<file path="src/rtl/tmc_pkg.sv">
// tcp mss clamp engine package: sizes, codes, payload structs and the
// one's complement update helper; no dependencies
`timescale 1ns / 1ps

package tmc_pkg;

    // packet buffer and counter sizes
    localparam int BUFFER_WORDS  = 32;
    localparam int ADDR_W        = $clog2(BUFFER_WORDS);
    localparam int MAX_PKT_WORDS = 30;
    localparam int CNT_W         = 6;
    localparam int N_W           = $clog2(MAX_PKT_WORDS + 2);
    localparam logic [CNT_W-1:0] CNT_MAX = '1;

    // header constants
    localparam logic [15:0] HDR_MIN      = 16'd40;
    localparam logic [15:0] MSS_KIND_LEN = 16'h0204;
    localparam logic [15:0] DOFF_INC     = 16'h1000;
    localparam logic [7:0]  PROTO_TCP    = 8'd6;
    localparam logic [7:0]  OPT_MSS      = 8'd2;
    localparam logic [7:0]  OPT_MSS_LEN  = 8'd4;
    localparam logic [7:0]  OPT_NOP      = 8'd1;
    localparam logic [3:0]  DOFF_MIN     = 4'd5;
    localparam logic [3:0]  DOFF_MAX     = 4'd15;

    typedef enum logic [2:0] {
        ST_NOT_ELIG,
        ST_CLAMPED,
        ST_KEPT,
        ST_INSERTED,
        ST_BAD_LEN,
        ST_BAD_MTU,
        ST_NO_ROOM,
        ST_TOO_LONG
    } status_t;

    typedef enum logic [1:0] {
        CFG_CLAMP_MODE,
        CFG_FIXED_MSS,
        CFG_ROUTE_MTU,
        CFG_SRC_MTU
    } cfg_idx_t;

    typedef enum logic [3:0] {
        BK_IDLE,
        BK_RD_W0,
        BK_RD_W2,
        BK_RD_FLAGS,
        BK_RD_CK,
        BK_DECIDE,
        BK_WALK_A,
        BK_WALK_B,
        BK_WALK_C,
        BK_MISS,
        BK_CKSUM,
        BK_EMIT,
        BK_FLUSH
    } back_state_t;

    typedef struct packed {
        logic [31:0] packet_word;
        logic        last_word;
        logic        is_forward;
        logic        is_reverse;
    } in_t;

    typedef struct packed {
        logic [31:0] out_word;
        logic        out_last;
        status_t     status;
    } out_t;

    typedef struct packed {
        logic        clamp_mode;
        logic [15:0] fixed_mss;
        logic [15:0] route_mtu;
        logic [15:0] source_path_mtu;
    } cfg_t;

    typedef struct packed {
        logic [CNT_W-1:0] n;
        logic             fwd;
        logic             rev;
    } desc_t;

    typedef struct packed {
        logic              en;
        logic [ADDR_W-1:0] addr;
        logic [31:0]       data;
    } mem_wr_t;

    // incremental one's complement checksum update, old value to new value
    function automatic logic [15:0] csum_fix(input logic [15:0] check,
                                             input logic [15:0] from_v,
                                             input logic [15:0] to_v);
        logic [17:0] s;
        logic [16:0] t;
        logic [16:0] u;
        s = {2'b00, ~check} + {2'b00, ~from_v} + {2'b00, to_v};
        t = {1'b0, s[15:0]} + {15'd0, s[17:16]};
        u = {1'b0, t[15:0]} + {16'd0, t[16]};
        return ~u[15:0];
    endfunction

endpackage

</file>
<file path="src/rtl/tcp_mss_clamp_engine_unit.sv">
// top level of the tcp mss clamp engine: configuration registers, front
// part and back part; uses tmc_pkg, tmc_front and tmc_back
`timescale 1ns / 1ps

// Packet words are taken one a cycle while busy is low; the beat with
// last_word set closes the packet. busy then stays high while the back
// part works it: it takes the packet, reads and decodes the header, walks
// the options through WALK_A, WALK_B and WALK_C (one buffer read port, two
// words per option), chooses an insertion, updates the checksums through
// one shared adder (TCP only for a clamp, TCP and IP for an insertion),
// then emits one word per cycle and drains. Results pass p_valid_reg and
// strobe_reg after their emit states. A packet of more than 30 words
// gives a single registered beat after its last word is taken.
// Results appear for one cycle each under strobe; the receiver cannot
// stall them, so it must take every beat as it comes.

module tcp_mss_clamp_engine_unit (
    input  logic              clk,
    input  logic              rst_n,
    input  logic              start,
    output logic              busy,
    input  tmc_pkg::in_t      item,
    output logic              strobe,
    output tmc_pkg::out_t     result,
    input  logic              cfg_write,
    input  tmc_pkg::cfg_idx_t cfg_index,
    input  logic [15:0]       cfg_data
);
    import tmc_pkg::*;

    cfg_t    cfg_reg, cfg_next;
    mem_wr_t wr;
    desc_t   desc;
    logic    desc_valid, desc_take, back_active;

    // configuration register file
    always_comb
    begin
        cfg_next = cfg_reg;
        if (cfg_write)
        begin
            case (cfg_index)
                CFG_CLAMP_MODE: cfg_next.clamp_mode      = cfg_data[0];
                CFG_FIXED_MSS:  cfg_next.fixed_mss       = cfg_data;
                CFG_ROUTE_MTU:  cfg_next.route_mtu       = cfg_data;
                CFG_SRC_MTU:    cfg_next.source_path_mtu = cfg_data;
                default:        cfg_next = cfg_reg;
            endcase
        end
    end

    always_ff @(posedge clk or negedge rst_n)
    begin
        if (!rst_n)
        begin
            cfg_reg.clamp_mode      <= 1'b0;
            cfg_reg.fixed_mss       <= 16'd1460;
            cfg_reg.route_mtu       <= 16'd1500;
            cfg_reg.source_path_mtu <= 16'd1500;
        end
        else
        begin
            cfg_reg <= cfg_next;
        end
    end

    // word intake and descriptor queue
    tmc_front u_front (
        .clk         (clk),
        .rst_n       (rst_n),
        .start       (start),
        .item        (item),
        .back_active (back_active),
        .desc_take   (desc_take),
        .busy        (busy),
        .wr          (wr),
        .desc        (desc),
        .desc_valid  (desc_valid)
    );

    // packet processing and emission
    tmc_back u_back (
        .clk        (clk),
        .rst_n      (rst_n),
        .wr         (wr),
        .desc       (desc),
        .desc_valid (desc_valid),
        .cfg        (cfg_reg),
        .desc_take  (desc_take),
        .active     (back_active),
        .strobe     (strobe),
        .result     (result)
    );

endmodule

</file>
<file path="src/rtl/tmc_front.sv">
// front part: takes packet words, writes the packet buffer, counts words
// and hands a one-entry descriptor queue to the back part; uses tmc_pkg
`timescale 1ns / 1ps

module tmc_front (
    input  logic            clk,
    input  logic            rst_n,
    input  logic            start,
    input  tmc_pkg::in_t    item,
    input  logic            back_active,
    input  logic            desc_take,
    output logic            busy,
    output tmc_pkg::mem_wr_t wr,
    output tmc_pkg::desc_t  desc,
    output logic            desc_valid
);
    import tmc_pkg::*;

    logic [CNT_W-1:0] count_reg, count_next, count_inc;
    logic             fwd_reg, fwd_next, rev_reg, rev_next;
    logic             first_beat, fwd_eff, rev_eff, accept;
    logic             desc_valid_reg, desc_valid_next;
    desc_t            desc_reg, desc_next;

    // handshake: hold off while a packet waits or is worked on
    assign busy   = desc_valid_reg | back_active;
    assign accept = start & ~busy;

    assign first_beat = (count_reg == '0);
    assign fwd_eff    = first_beat ? item.is_forward : fwd_reg;
    assign rev_eff    = first_beat ? item.is_reverse : rev_reg;
    assign count_inc  = (count_reg == CNT_MAX) ? count_reg : count_reg + 1'b1;

    // buffer write port
    always_comb
    begin
        wr.en   = accept && ({1'b0, count_reg} < (CNT_W + 1)'(BUFFER_WORDS));
        wr.addr = count_reg[ADDR_W-1:0];
        wr.data = item.packet_word;
    end

    // counter, direction flags and descriptor queue
    always_comb
    begin
        count_next      = count_reg;
        fwd_next        = fwd_reg;
        rev_next        = rev_reg;
        desc_valid_next = desc_valid_reg;
        desc_next       = desc_reg;
        if (desc_take)
        begin
            desc_valid_next = 1'b0;
        end
        if (accept)
        begin
            if (first_beat)
            begin
                fwd_next = item.is_forward;
                rev_next = item.is_reverse;
            end
            if (item.last_word)
            begin
                count_next      = '0;
                desc_valid_next = 1'b1;
                desc_next.n     = count_inc;
                desc_next.fwd   = fwd_eff;
                desc_next.rev   = rev_eff;
            end
            else
            begin
                count_next = count_inc;
            end
        end
    end

    always_ff @(posedge clk or negedge rst_n)
    begin
        if (!rst_n)
        begin
            count_reg      <= '0;
            fwd_reg        <= 1'b0;
            rev_reg        <= 1'b0;
            desc_valid_reg <= 1'b0;
        end
        else
        begin
            count_reg      <= count_next;
            fwd_reg        <= fwd_next;
            rev_reg        <= rev_next;
            desc_valid_reg <= desc_valid_next;
        end
    end

    always_ff @(posedge clk)
    begin
        desc_reg <= desc_next;
    end

    assign desc       = desc_reg;
    assign desc_valid = desc_valid_reg;

endmodule

</file>
<file path="src/rtl/tmc_back.sv">
// back part: packet buffer memory, header checks, option walk, checksum
// updates and patched emission of the packet; uses tmc_pkg
`timescale 1ns / 1ps

module tmc_back (
    input  logic             clk,
    input  logic             rst_n,
    input  tmc_pkg::mem_wr_t wr,
    input  tmc_pkg::desc_t   desc,
    input  logic             desc_valid,
    input  tmc_pkg::cfg_t    cfg,
    output logic             desc_take,
    output logic             active,
    output logic             strobe,
    output tmc_pkg::out_t    result
);
    import tmc_pkg::*;

    localparam int POS_W = 7;
    localparam int I_W   = 9;
    localparam int NP    = 4;

    back_state_t state_reg, state_next;

    // packet buffer
    logic [31:0]       store_reg [BUFFER_WORDS];
    logic [31:0]       mem_q_reg;
    logic [CNT_W-1:0]  rd_idx;
    logic              rd_ok_reg;
    logic [31:0]       dq;

    // header fields and working values
    logic [N_W-1:0]    n_reg, n_next;
    logic              fwd_reg, fwd_next, rev_reg, rev_next;
    logic [3:0]        ihl_reg, ihl_next;
    logic [15:0]       tot_reg, tot_next;
    logic [7:0]        proto_reg, proto_next;
    logic [15:0]       ipck_reg, ipck_next;
    logic [15:0]       o12_reg, o12_next;
    logic [15:0]       tcpck_reg, tcpck_next;
    logic [15:0]       newmss_reg, newmss_next;
    logic [15:0]       oldmss_reg, oldmss_next;
    logic [31:0]       lo_word_reg, lo_word_next;
    logic [I_W-1:0]    i_reg, i_next;
    logic [2:0]        step_reg, step_next;
    logic              ins_reg, ins_next;
    status_t           status_reg, status_next;
    logic [N_W-1:0]    k_reg, k_next;

    // byte patches applied on emission
    logic [POS_W-1:0]  ppos_reg [NP];
    logic [POS_W-1:0]  ppos_next [NP];
    logic [15:0]       pval_reg [NP];
    logic [15:0]       pval_next [NP];
    logic [NP-1:0]     pen_reg, pen_next;

    // emission pipe and output beat
    logic              p_valid_reg, p_valid_next;
    logic [N_W-1:0]    p_k_reg, p_k_next;
    logic              p_slot_reg, p_slot_next;
    logic              p_last_reg, p_last_next;
    logic              strobe_reg, strobe_next;
    out_t              result_reg, result_next;

    // decode helpers
    logic [7:0]        flags;
    logic [3:0]        doff;
    logic [5:0]        th, dl;
    logic [6:0]        n4;
    logic              elig, bad_len, bad_mtu, too_long;
    logic [15:0]       mtu_min, newmss_c;
    logic [63:0]       win;
    logic [7:0]        opt_kind, opt_len;
    logic [15:0]       opt_mss;
    logic              opt_found;
    logic [I_W-1:0]    i_step;
    logic [N_W-1:0]    n_out, slot_idx, src_idx;
    logic              emit_slot, emit_last;
    logic [15:0]       ck_a, ck_f, ck_t, ck_r;
    logic [31:0]       emit_word;

    // memory: front writes, back reads one word a cycle
    always_ff @(posedge clk)
    begin
        if (wr.en)
        begin
            store_reg[wr.addr] <= wr.data;
        end
        mem_q_reg <= store_reg[rd_idx[ADDR_W-1:0]];
    end

    assign dq = rd_ok_reg ? mem_q_reg : 32'd0;

    // header decode
    assign flags    = o12_reg[7:0];
    assign doff     = o12_reg[15:12];
    assign th       = {ihl_reg, 2'b00};
    assign dl       = {doff, 2'b00};
    assign n4       = {n_reg, 2'b00};
    assign elig     = (proto_reg == PROTO_TCP) && flags[1] &&
                      (!flags[4] || (fwd_reg && rev_reg));
    assign bad_len  = ({1'b0, th} > n4) || ((n4 - {1'b0, th}) != {1'b0, dl}) ||
                      (doff < DOFF_MIN);
    assign bad_mtu  = cfg.clamp_mode &&
                      ((cfg.route_mtu <= HDR_MIN) || (cfg.source_path_mtu <= HDR_MIN));
    assign mtu_min  = (cfg.route_mtu < cfg.source_path_mtu) ? cfg.route_mtu
                                                            : cfg.source_path_mtu;
    assign newmss_c = cfg.clamp_mode ? mtu_min - HDR_MIN : cfg.fixed_mss;
    assign too_long = desc.n > CNT_W'(MAX_PKT_WORDS);

    // option window: two words, shifted to the current byte
    assign win       = {lo_word_reg, dq} << {i_reg[1:0], 3'b000};
    assign opt_kind  = win[63:56];
    assign opt_len   = win[55:48];
    assign opt_mss   = win[47:32];
    assign opt_found = (opt_kind == OPT_MSS) && (opt_len == OPT_MSS_LEN) &&
                       (({3'b000, dl} - i_reg) >= I_W'(4));
    assign i_step    = i_reg + (((opt_kind <= OPT_NOP) || (opt_len == 8'd0)) ?
                       I_W'(1) : {1'b0, opt_len});

    // emission indexing around the inserted word
    assign n_out     = n_reg + {{(N_W-1){1'b0}}, ins_reg};
    assign slot_idx  = {1'b0, ihl_reg} + N_W'(5);
    assign emit_slot = ins_reg && (k_reg == slot_idx);
    assign src_idx   = (ins_reg && (k_reg > slot_idx)) ? k_reg - 1'b1 : k_reg;
    assign emit_last = (k_reg == n_out - 1'b1);

    // read address per state
    always_comb
    begin
        case (state_reg)
            BK_RD_W0:    rd_idx = '0;
            BK_RD_W2:    rd_idx = CNT_W'(2);
            BK_RD_FLAGS: rd_idx = {2'b00, ihl_reg} + CNT_W'(3);
            BK_RD_CK:    rd_idx = {2'b00, ihl_reg} + CNT_W'(4);
            BK_WALK_A:   rd_idx = {2'b00, ihl_reg} + {2'b00, i_reg[5:2]};
            BK_WALK_B:   rd_idx = {2'b00, ihl_reg} + {2'b00, i_reg[5:2]} + 1'b1;
            BK_EMIT:     rd_idx = {1'b0, src_idx};
            default:     rd_idx = '0;
        endcase
    end

    // shared checksum update unit
    always_comb
    begin
        ck_a = tcpck_reg;
        ck_f = oldmss_reg;
        ck_t = newmss_reg;
        if (ins_reg)
        begin
            case (step_reg)
                3'd0:
                begin
                    ck_f = {10'd0, dl};
                    ck_t = {10'd0, dl} + 16'd4;
                end
                3'd1:
                begin
                    ck_f = 16'd0;
                    ck_t = MSS_KIND_LEN;
                end
                3'd2:
                begin
                    ck_f = 16'd0;
                    ck_t = newmss_reg;
                end
                3'd3:
                begin
                    ck_f = o12_reg;
                    ck_t = o12_reg + DOFF_INC;
                end
                default:
                begin
                    ck_a = ipck_reg;
                    ck_f = tot_reg;
                    ck_t = tot_reg + 16'd4;
                end
            endcase
        end
        ck_r = csum_fix(ck_a, ck_f, ck_t);
    end

    // next state
    always_comb
    begin
        state_next = state_reg;
        case (state_reg)
            BK_IDLE:
            begin
                if (desc_valid && !too_long)
                begin
                    state_next = BK_RD_W0;
                end
            end
            BK_RD_W0:    state_next = BK_RD_W2;
            BK_RD_W2:    state_next = BK_RD_FLAGS;
            BK_RD_FLAGS: state_next = BK_RD_CK;
            BK_RD_CK:    state_next = BK_DECIDE;
            BK_DECIDE:
            begin
                if (!elig || bad_len || bad_mtu)
                begin
                    state_next = BK_EMIT;
                end
                else if (dl > 6'd20)
                begin
                    state_next = BK_WALK_A;
                end
                else
                begin
                    state_next = BK_MISS;
                end
            end
            BK_WALK_A:   state_next = BK_WALK_B;
            BK_WALK_B:   state_next = BK_WALK_C;
            BK_WALK_C:
            begin
                if (opt_found)
                begin
                    state_next = (opt_mss > newmss_reg) ? BK_CKSUM : BK_EMIT;
                end
                else if (i_step < {3'b000, dl})
                begin
                    state_next = BK_WALK_A;
                end
                else
                begin
                    state_next = BK_MISS;
                end
            end
            BK_MISS:     state_next = (doff == DOFF_MAX) ? BK_EMIT : BK_CKSUM;
            BK_CKSUM:
            begin
                if (!ins_reg || (step_reg == 3'd4))
                begin
                    state_next = BK_EMIT;
                end
            end
            BK_EMIT:
            begin
                if (emit_last)
                begin
                    state_next = BK_FLUSH;
                end
            end
            BK_FLUSH:    state_next = BK_IDLE;
            default:     state_next = BK_IDLE;
        endcase
    end

    // patched output word
    always_comb
    begin
        logic [POS_W-1:0] pos;
        emit_word = p_slot_reg ? {MSS_KIND_LEN, newmss_reg} : mem_q_reg;
        for (int b = 0; b < 4; b++)
        begin
            pos = {p_k_reg, 2'(b)};
            for (int j = 0; j < NP; j++)
            begin
                if (pen_reg[j] && (pos == ppos_reg[j]))
                begin
                    emit_word[31 - 8 * b -: 8] = pval_reg[j][15:8];
                end
                if (pen_reg[j] && (pos == ppos_reg[j] + 1'b1))
                begin
                    emit_word[31 - 8 * b -: 8] = pval_reg[j][7:0];
                end
            end
        end
    end

    // datapath and outputs
    always_comb
    begin
        n_next       = n_reg;
        fwd_next     = fwd_reg;
        rev_next     = rev_reg;
        ihl_next     = ihl_reg;
        tot_next     = tot_reg;
        proto_next   = proto_reg;
        ipck_next    = ipck_reg;
        o12_next     = o12_reg;
        tcpck_next   = tcpck_reg;
        newmss_next  = newmss_reg;
        oldmss_next  = oldmss_reg;
        lo_word_next = lo_word_reg;
        i_next       = i_reg;
        step_next    = step_reg;
        ins_next     = ins_reg;
        status_next  = status_reg;
        k_next       = k_reg;
        ppos_next    = ppos_reg;
        pval_next    = pval_reg;
        pen_next     = pen_reg;
        p_valid_next = 1'b0;
        p_k_next     = k_reg;
        p_slot_next  = emit_slot;
        p_last_next  = emit_last;
        strobe_next  = 1'b0;
        result_next  = result_reg;
        desc_take    = 1'b0;

        case (state_reg)
            BK_IDLE:
            begin
                if (desc_valid)
                begin
                    desc_take = 1'b1;
                    if (too_long)
                    begin
                        strobe_next          = 1'b1;
                        result_next.out_word = 32'd0;
                        result_next.out_last = 1'b1;
                        result_next.status   = ST_TOO_LONG;
                    end
                    else
                    begin
                        n_next   = desc.n[N_W-1:0];
                        fwd_next = desc.fwd;
                        rev_next = desc.rev;
                        ins_next = 1'b0;
                        pen_next = '0;
                        k_next   = '0;
                    end
                end
            end
            BK_RD_W2:
            begin
                ihl_next = dq[27:24];
                tot_next = dq[15:0];
            end
            BK_RD_FLAGS:
            begin
                proto_next = dq[23:16];
                ipck_next  = dq[15:0];
            end
            BK_RD_CK:
            begin
                o12_next = dq[31:16];
            end
            BK_DECIDE:
            begin
                tcpck_next  = dq[31:16];
                newmss_next = newmss_c;
                i_next      = I_W'(20);
                if (!elig)
                begin
                    status_next = ST_NOT_ELIG;
                end
                else if (bad_len)
                begin
                    status_next = ST_BAD_LEN;
                end
                else if (bad_mtu)
                begin
                    status_next = ST_BAD_MTU;
                end
                else
                begin
                    status_next = ST_KEPT;
                end
            end
            BK_WALK_B:
            begin
                lo_word_next = dq;
            end
            BK_WALK_C:
            begin
                if (opt_found)
                begin
                    oldmss_next = opt_mss;
                    if (opt_mss > newmss_reg)
                    begin
                        status_next  = ST_CLAMPED;
                        ppos_next[0] = {1'b0, th} + i_reg[POS_W-1:0] + POS_W'(2);
                        pval_next[0] = newmss_reg;
                        ppos_next[1] = {1'b0, th} + POS_W'(16);
                        pen_next     = 4'b0011;
                    end
                end
                else
                begin
                    i_next = i_step;
                end
            end
            BK_MISS:
            begin
                if (doff == DOFF_MAX)
                begin
                    status_next = ST_NO_ROOM;
                end
                else
                begin
                    status_next  = ST_INSERTED;
                    ins_next     = 1'b1;
                    step_next    = '0;
                    ppos_next[0] = POS_W'(2);
                    pval_next[0] = tot_reg + 16'd4;
                    ppos_next[1] = POS_W'(10);
                    ppos_next[2] = {1'b0, th} + POS_W'(12);
                    pval_next[2] = o12_reg + DOFF_INC;
                    ppos_next[3] = {1'b0, th} + POS_W'(16);
                    pen_next     = 4'b1111;
                end
            end
            BK_CKSUM:
            begin
                if (!ins_reg)
                begin
                    pval_next[1] = ck_r;
                end
                else if (step_reg == 3'd4)
                begin
                    pval_next[1] = ck_r;
                    pval_next[3] = tcpck_reg;
                end
                else
                begin
                    tcpck_next = ck_r;
                    step_next  = step_reg + 1'b1;
                end
            end
            BK_EMIT:
            begin
                p_valid_next = 1'b1;
                k_next       = k_reg + 1'b1;
            end
            default:
            begin
            end
        endcase

        if (p_valid_reg)
        begin
            strobe_next          = 1'b1;
            result_next.out_word = emit_word;
            result_next.out_last = p_last_reg;
            result_next.status   = status_reg;
        end
    end

    // control registers
    always_ff @(posedge clk or negedge rst_n)
    begin
        if (!rst_n)
        begin
            state_reg   <= BK_IDLE;
            p_valid_reg <= 1'b0;
            strobe_reg  <= 1'b0;
            pen_reg     <= '0;
            ins_reg     <= 1'b0;
            step_reg    <= '0;
            k_reg       <= '0;
        end
        else
        begin
            state_reg   <= state_next;
            p_valid_reg <= p_valid_next;
            strobe_reg  <= strobe_next;
            pen_reg     <= pen_next;
            ins_reg     <= ins_next;
            step_reg    <= step_next;
            k_reg       <= k_next;
        end
    end

    // payload registers
    always_ff @(posedge clk)
    begin
        rd_ok_reg   <= (rd_idx < {1'b0, n_reg});
        n_reg       <= n_next;
        fwd_reg     <= fwd_next;
        rev_reg     <= rev_next;
        ihl_reg     <= ihl_next;
        tot_reg     <= tot_next;
        proto_reg   <= proto_next;
        ipck_reg    <= ipck_next;
        o12_reg     <= o12_next;
        tcpck_reg   <= tcpck_next;
        newmss_reg  <= newmss_next;
        oldmss_reg  <= oldmss_next;
        lo_word_reg <= lo_word_next;
        i_reg       <= i_next;
        status_reg  <= status_next;
        ppos_reg    <= ppos_next;
        pval_reg    <= pval_next;
        p_k_reg     <= p_k_next;
        p_slot_reg  <= p_slot_next;
        p_last_reg  <= p_last_next;
        result_reg  <= result_next;
    end

    assign active = (state_reg != BK_IDLE);
    assign strobe = strobe_reg;
    assign result = result_reg;

endmodule
</file>
<file path="config.mk">
export PLATFORM = sky130hd
export DESIGN_NAME = tcp_mss_clamp_engine_unit
export DESIGN_NICKNAME = d
export VERILOG_FILES = /design/src/rtl/tmc_pkg.sv /design/src/rtl/tcp_mss_clamp_engine_unit.sv /design/src/rtl/tmc_front.sv /design/src/rtl/tmc_back.sv
export SDC_FILE = /design/constraint.sdc
export NUM_CORES = 2
export LEC_CHECK = 0
export BUFFER_PORTS_ARGS = -buffer_cell sky130_fd_sc_hd__buf_2
export CAP_MARGIN = 20
export CORE_ASPECT_RATIO = 2
export CORE_UTILIZATION = 40
export DETAILED_ROUTE_END_ITERATION = 8
export GPL_ROUTABILITY_DRIVEN = 0
export PLACE_DENSITY = 0.53
export RECOVER_POWER = 50
export SETUP_SLACK_MARGIN = 0.02
export SYNTH_ARGS = -nofsm -noshare
export SYNTH_HDL_FRONTEND = slang
export SYNTH_SLANG_ARGS = --single-unit
</file>
<file path="constraint.sdc">
create_clock -name clk -period 11.1 [get_ports clk]
set_input_delay 1.665 -clock clk [delete_from_list [all_inputs] [get_ports clk]]
set_output_delay 1.665 -clock clk [all_outputs]
set_load 0.05 [all_outputs]
</file>
# Word-level counts from Yosys, hierarchy flattened
# Memories as Yosys holds them, arrays and structs flattened. A register that Yosys moved wholly into a read port is not among the register bits.
# Index checks and enable logic that the tools add are counted.
dict set report classes {
  mux 114
  bitwise 8
  n_lt_le_gt_ge 14
  n_addsub 30
  shifts 1
  eq_ne 70
  n_reduce_logical 93
}
# operator count
set ops {}
lappend ops {{two-way mux 8 bit} 33}
lappend ops {{== test 7 bit} 32}
lappend ops {{two-way mux 16 bit} 13}
lappend ops {{two-way mux 36 bit} 4}
lappend ops {{two-way mux 32 bit} 2}
lappend ops {{case mux 16 bit (2 select lines)} 2}
lappend ops {{case mux 16 bit (4 select lines)} 1}
lappend ops {{<< shifter 64 x 5 -> 64 bit} 1}
lappend ops {{two-way mux 4 bit} 12}
lappend ops {{NOT 16 bit} 3}
lappend ops {{case mux 16 bit (3 select lines)} 1}
lappend ops {{case mux 4 bit (12 select lines)} 1}
lappend ops {{logical AND 1 bit} 42}
lappend ops {{case mux 6 bit (6 select lines)} 1}
lappend ops {{<= comparator 16 x 6 -> 1 bit (second input constant)} 2}
lappend ops {{adder 7 x 1 -> 7 bit (second input constant)} 4}
lappend ops {{two-way mux 14 bit} 2}
lappend ops {{two-way mux 28 bit} 1}
lappend ops {{case mux 14 bit (2 select lines)} 1}
lappend ops {{two-way mux 3 bit} 9}
lappend ops {{AND reduction 3 bit} 7}
lappend ops {{== test 4 bit (second input constant)} 5}
lappend ops {{two-way mux 1 bit} 19}
lappend ops {{adder 18 x 16 -> 18 bit} 1}
lappend ops {{other kinds (75)} 131}
dict set report word_totals {
  ram_bits 1024
  n_memories 1
  output_inout_bits 38
  ff_bits 380
  word_cells 378
}
# name depth word_bits rd rd_clocked_by_memory_dff wr line
set memory_table {}
lappend memory_table {u_back.store_reg 32 32 1 1 1 tmc_back.sv:26} ;# logic [31:0] store_reg [BUFFER_WORDS];

# Logic depth before layout (Yosys ltp)
dict set report depth {
  depth_word 13
  mapped_depth 46
  mapped_depth_nobuf 43
}

# Cells and area by module
# Synthesis repeated with hierarchy kept, for this count alone.
dict set report hier_totals {
  cells_unflattened 4687
  hier_area_um2 62633.8
}
# mod area_per_inst_um2 cells_per_inst seq_area_each_um2 instances
set modules_own_cells {}
lappend modules_own_cells {tmc_back 59439.5 4466 40443.8 1}
lappend modules_own_cells {tcp_mss_clamp_engine_unit 2014.4 105 1251.2 1}
lappend modules_own_cells {tmc_front 1179.9 116 465.4 1}

# Worst setup path before layout
# Ideal clock, no wire load.
dict set report synth_path {
  path_type {reg2reg}
  start {reg u_back.step_reg[0]}
  end {reg u_back.tcpck_reg[15] (data pin)}
  setup_slack_ps 2508
  arrival_time_ps 8332
  path_stages_with_launch 41
  synth_period_minus_slack_ps 8592
  setup_ps 260
  t_required_ps 10840
  path_cell_list {dfrtp_1 ha_1 ha_1 clkbuf_1 nor2_1 clkbuf_1 a22o_1 nor2_1 nor2_1 inv_1 ha_1 a21o_1 a21oi_1 o21ai_0 a21oi_1 nand2b_1 a21boi_0 o31a_1 [... 5 more ...] o21bai_1 a21o_1 a21oi_1 xnor2_1 ha_1 fa_1 nand2_1 clkbuf_1 nor3_1 and4b_1 nor3b_1 ha_1 nand3_1 or4b_1 a2111o_1 a211oi_2 xnor2_1 mux2_4}
}
dict set report synth_between {
  elab_chain_cells 13
}
# item line
set synth_rtl {}
lappend synth_rtl {{from (decl)} tmc_back.sv:45} ;# logic [2:0] step_reg, step_next;
lappend synth_rtl {{from (signal assigned)} tmc_back.sv:463} ;# step_reg <= step_next;
lappend synth_rtl {{== test 3 x 1 -> 1 bit, or another cell as far along} tmc_back.sv:151} ;# case (step_reg)
lappend synth_rtl {{OR reduction 2 bit (no source line) / OR reduction 4 bit (equally long branches)} -}
lappend synth_rtl {{case mux 16 bit (3 select lines) / two-way mux 16 bit (equally long branches)} tmc_back.sv:151}
lappend synth_rtl {{two-way mux 16 bit} tmc_back.sv:149} ;# if (ins_reg)
lappend synth_rtl {{NOT 16 bit} tmc_pkg.sv:99} ;# s = {2'b00, ~check} + {2'b00, ~from_v} + {2'b00, to_v};
lappend synth_rtl {{adder 16 x 16 -> 17 bit} tmc_pkg.sv:99}
lappend synth_rtl {{adder 18 x 16 -> 18 bit *} tmc_pkg.sv:99}
lappend synth_rtl {{adder 16 x 2 -> 17 bit *} tmc_pkg.sv:100} ;# t = {1'b0, s[15:0]} + {15'd0, s[17:16]};
lappend synth_rtl {{adder 16 x 1 -> 16 bit *} tmc_pkg.sv:101} ;# u = {1'b0, t[15:0]} + {16'd0, t[16]};
lappend synth_rtl {{NOT 16 bit *} tmc_pkg.sv:102} ;# return ~u[15:0];
lappend synth_rtl {{via u_back.ck_r[15]} tmc_back.sv:79} ;# logic [15:0] ck_a, ck_f, ck_t, ck_r;
lappend synth_rtl {{two-way mux 16 bit *} tmc_back.sv:413} ;# else if (step_reg == 3'd4)
lappend synth_rtl {{two-way mux 16 bit *} tmc_back.sv:409} ;# if (!ins_reg)
lappend synth_rtl {{case mux 16 bit (2 select lines) *} tmc_back.sv:304} ;# case (state_reg)
lappend synth_rtl {{via u_back.tcpck_next[15]} tmc_back.sv:40} ;# logic [15:0] tcpck_reg, tcpck_next;
lappend synth_rtl {{to (signal assigned)} tmc_back.sv:480} ;# tcpck_reg <= tcpck_next;
lappend synth_rtl {{to (decl)} tmc_back.sv:40}
# The timed path passes the listed nets; every way through them passes the cells marked *. The select of a mux whose other input is x is not followed.
# A chain may end at the register's enable or synchronous reset.

# Worst setup path in the final report
# Same ends and word-level chain as after synthesis.

==> impl_results.md <==
- Outcome: complete, but fails checks
- Violated checks: max-capacitance violations, max-slew violations
- Clk_lat worst skew: 770 ps
- Post-synthesis adder-cell area fraction: 2.69%
- DR iter-0 viols: 2812
- Max VDD drop: 0.269 mV
- Die Area: 157000 um^2
- # port buffers: 94
- Synthesized area: 62000 um^2
- Clock power frac: 20.8%
- WL final: 195000 um
- Crit path launch type: flip-flop
- Worst slew margin: -126%
- Largest family of logic cells by synthesized area: multiplexers
- Final Power: 0.0212 W
- Post-Layout Inst Area: 69400 um^2
- Worst R2R Path Depth: 40
- Sw Share: 40.8%
- Layout area overhead: 11.8%
- CP required: 11590 ps
- Worst-margin pin slew: 3390 ps
- CP max stage cell: or4b_1
- DRC viols: 0
- Final setup fails: 0
- Post-Synth Simple-Gate Area: 8.28%
- Global Route Usage Sum: 24.9%
- Period utilization: 89.9%
- Buf/Inv on CP: 6
- Power Dens Cells: 305 nW/um^2
- #FFs+latches synth: 1429
- WHS Endpoint: u_back.fwd_reg
- Worst flop-to-flop path endpoint: u_back.tcpck_reg[15]
- Hold Vio Cnt, Final: 0
- Time the worst path needs with I/O delays and setup: 9980 ps
- R2R Setup Slk: 1120 ps
- Post-synthesis mux area share: 10.0%
- CTS Root Buffer Type: clkbuf_16
- Worst Skew: 49.1 ps
- Reg-to-reg startpoint: u_back.step_reg[0]
- Post-route ant nets: 0
- CP max stage delay: 620 ps
- Count leader, synth: edfxtp_1
- Vias in the first global route: 37.9k
- Share of layout cells above drive strength 1: 16.1%
- RSZ-0062 raised after global routing: no
- Placed cell area: 65400 um^2
- Synthesized net count: 4294
- Post-synthesis cell type count: 95
- Clock-pin slew on the worst setup and hold paths: 70 ps
- Final setup TNS: 0 ps
- Sequential area share after synthesis: 68.0%
- Hold path startpoint: u_front.desc[1]
- CP Class: flip-flop to flip-flop
- Commonest cells post-synth: edfxtp_1 (1314), nand2_1 (453), mux4_2 (204)
- Synthesis Warnings: 0
- Max frequency: 100 MHz
- Slew Limit Fails: 313
- Gate power share: 45.9%
- Sequential Power Share: 33.3%
- Gr ovfl total: 0
- Die W: 280 um
- Post-Synth XOR/XNOR Area: 1.82%
- Detailed placement HPWL: 128000 um
- Vias per inst: 5.74
- DR WL/cell: 30.6 um
- Worst path most repeated cell: ha_1
- Synthesized area per cell: 15.1 um^2
- Synth Flop Type: edfxtp_1
- EDFF count, synth: 1314
- Max reg flops: 1024
- Synth area leaders: edfxtp_1 (64%), mux4_2 (7.4%), nand2_1 (2.7%)
- Hold WC Path Type: flip-flop to flip-flop
- Maxcap violations: 10
- Switch Pwr: 0.00863 W
- # IOs: 95
- Die Height: 559 um
- Antenna violations before repair: 14
- Via count: 36.7k
- Core area: 154000 um^2
- Crit-path max FO: 25
- Synth async-reset ratio: 5.25%
- Hold Buf Count CTS: 0
- CTS Buf Count: 121
- Synth Area in Compound Gates: 7.14%
- First-pass GRT wire length: 276000 um
- Final nets: 4400
- Initial Util: 40.2%
- Post-cts resize count: 0
- Clock sinks: 1429
- Largest net degree at the start of global routing: 129
- Most area-hungry cell type in the Yosys netlist: edfxtp_1
- Clock buffer depth: 3
- Int Power: 0.0125 W
- H-tree depth: 3
- Kind of cell adding the most delay to the critical path: compound AO/OA/AOI/OAI gates
- Mapped Cells: 4108
- Cell leakage power: 23.3 nW
- Worst hold path stage count: 0
- TritonCTS clock tree: yes
- Post CTS Setup Buffer Count: 0
- CP arrival: 10480 ps
- Site row count: 204
- Crit. End Element: flip-flop
- Top-area cell type share of the netlist area: 63.6%
- Pre-Repair DR Iteration Count: 6
-- cells in the final DEF, fill, tap and decap left out, drive strengths merged, types with 15 or more instances in the layout --
cell type / count
nor3: 69
dfxtp: 40
clkinv: 60
edfxtp: 1314
ha: 122
o211ai: 25
nor2: 184
mux2i: 75
nand3: 63
buf: 144
dfstp: 20
a211oi: 27
mux4: 204
xor2: 57
o21ai: 111
xnor2: 70
a21o: 37
nand2b: 21
nand3b: 19
nor4: 47
dfrtp: 55
nor2b: 29
a311oi: 67
a21oi: 118
o31ai: 19
and3: 76
nor3b: 15
and2: 39
inv: 131
o22ai: 117
nand2: 454
o211a: 16
nand4: 22
clkbuf: 200
mux2: 76
-- power by group through the flow --
stage                     combinational [W]  sequential, W  clock (W)
after CTS                           0.00970        0.00703    0.00448
after floorplan                     0.00670        0.00697          0
after detailed placement            0.00967        0.00714          0
after global routing                 0.0105        0.00707    0.00466
after global placement              0.00959        0.00714          0
final                               0.00973        0.00704    0.00440
-- cell families (layout without fill, tap and decap cells) --
logic type,Yosys count,count (layout)
multiplexers,355,355
adder cells (fa/ha/maj),129,129
buffers and inverters,337,551
AND/OR/NAND/NOR,1080,1080
AO/OA/AOI/OAI,651,651
other,0,3
flip-flops,1429,1429
XOR/XNOR,127,127
-- final cells by class --
class	instances	area, um^2
tap	2060	2580
timing repair buffer	191	1170
inverter	129	492
sequential	1429	42200
clock buffer	153	3280
clock inverter	78	783
multi-input combinational	2342	18900
fill	13700	84800
antenna	3	7.51
-- how the worst max path moves through the flow --
stage | cells past startpoint | to | slack [ps] | from
after detailed placement | 40 | u_back.tcpck_reg[15] | 1210 | u_back.step_reg[0]
final | 40 | u_back.tcpck_reg[15] | 1120 | u_back.step_reg[0]
after floorplan | 40 | u_back.tcpck_reg[15] | 2510 | u_back.step_reg[0]
after global routing | 40 | u_back.tcpck_reg[15] | 480 | u_back.step_reg[0]
after global placement | 40 | u_back.tcpck_reg[15] | 1320 | u_back.step_reg[0]
after CTS | 40 | u_back.tcpck_reg[15] | 1180 | u_back.step_reg[0]
-- per-stage QoR --
stage	util, %	hold WS, ps	std cells	worst slack, ps
global placement	42.4	401	6149	1320
CTS	45.0	425	6380	1180
detailed placement	42.4	409	6149	1210
finish	45.0	426	6385	1120
global route	45.0	440	6383	480
floorplan	-	372	4108	2510
-- per-layer routing --
metal	GRT usage (%)	vias to the layer above	part of all wire (%)
li1	-	16200	-
met1	24.4	18900	32
met2	47.7	1068	56
met3	3.33	485	4.1
met4	16.9	18	7.8
met5	0	-	0.067
Note: power is estimated with default switching activity, not from simulation.
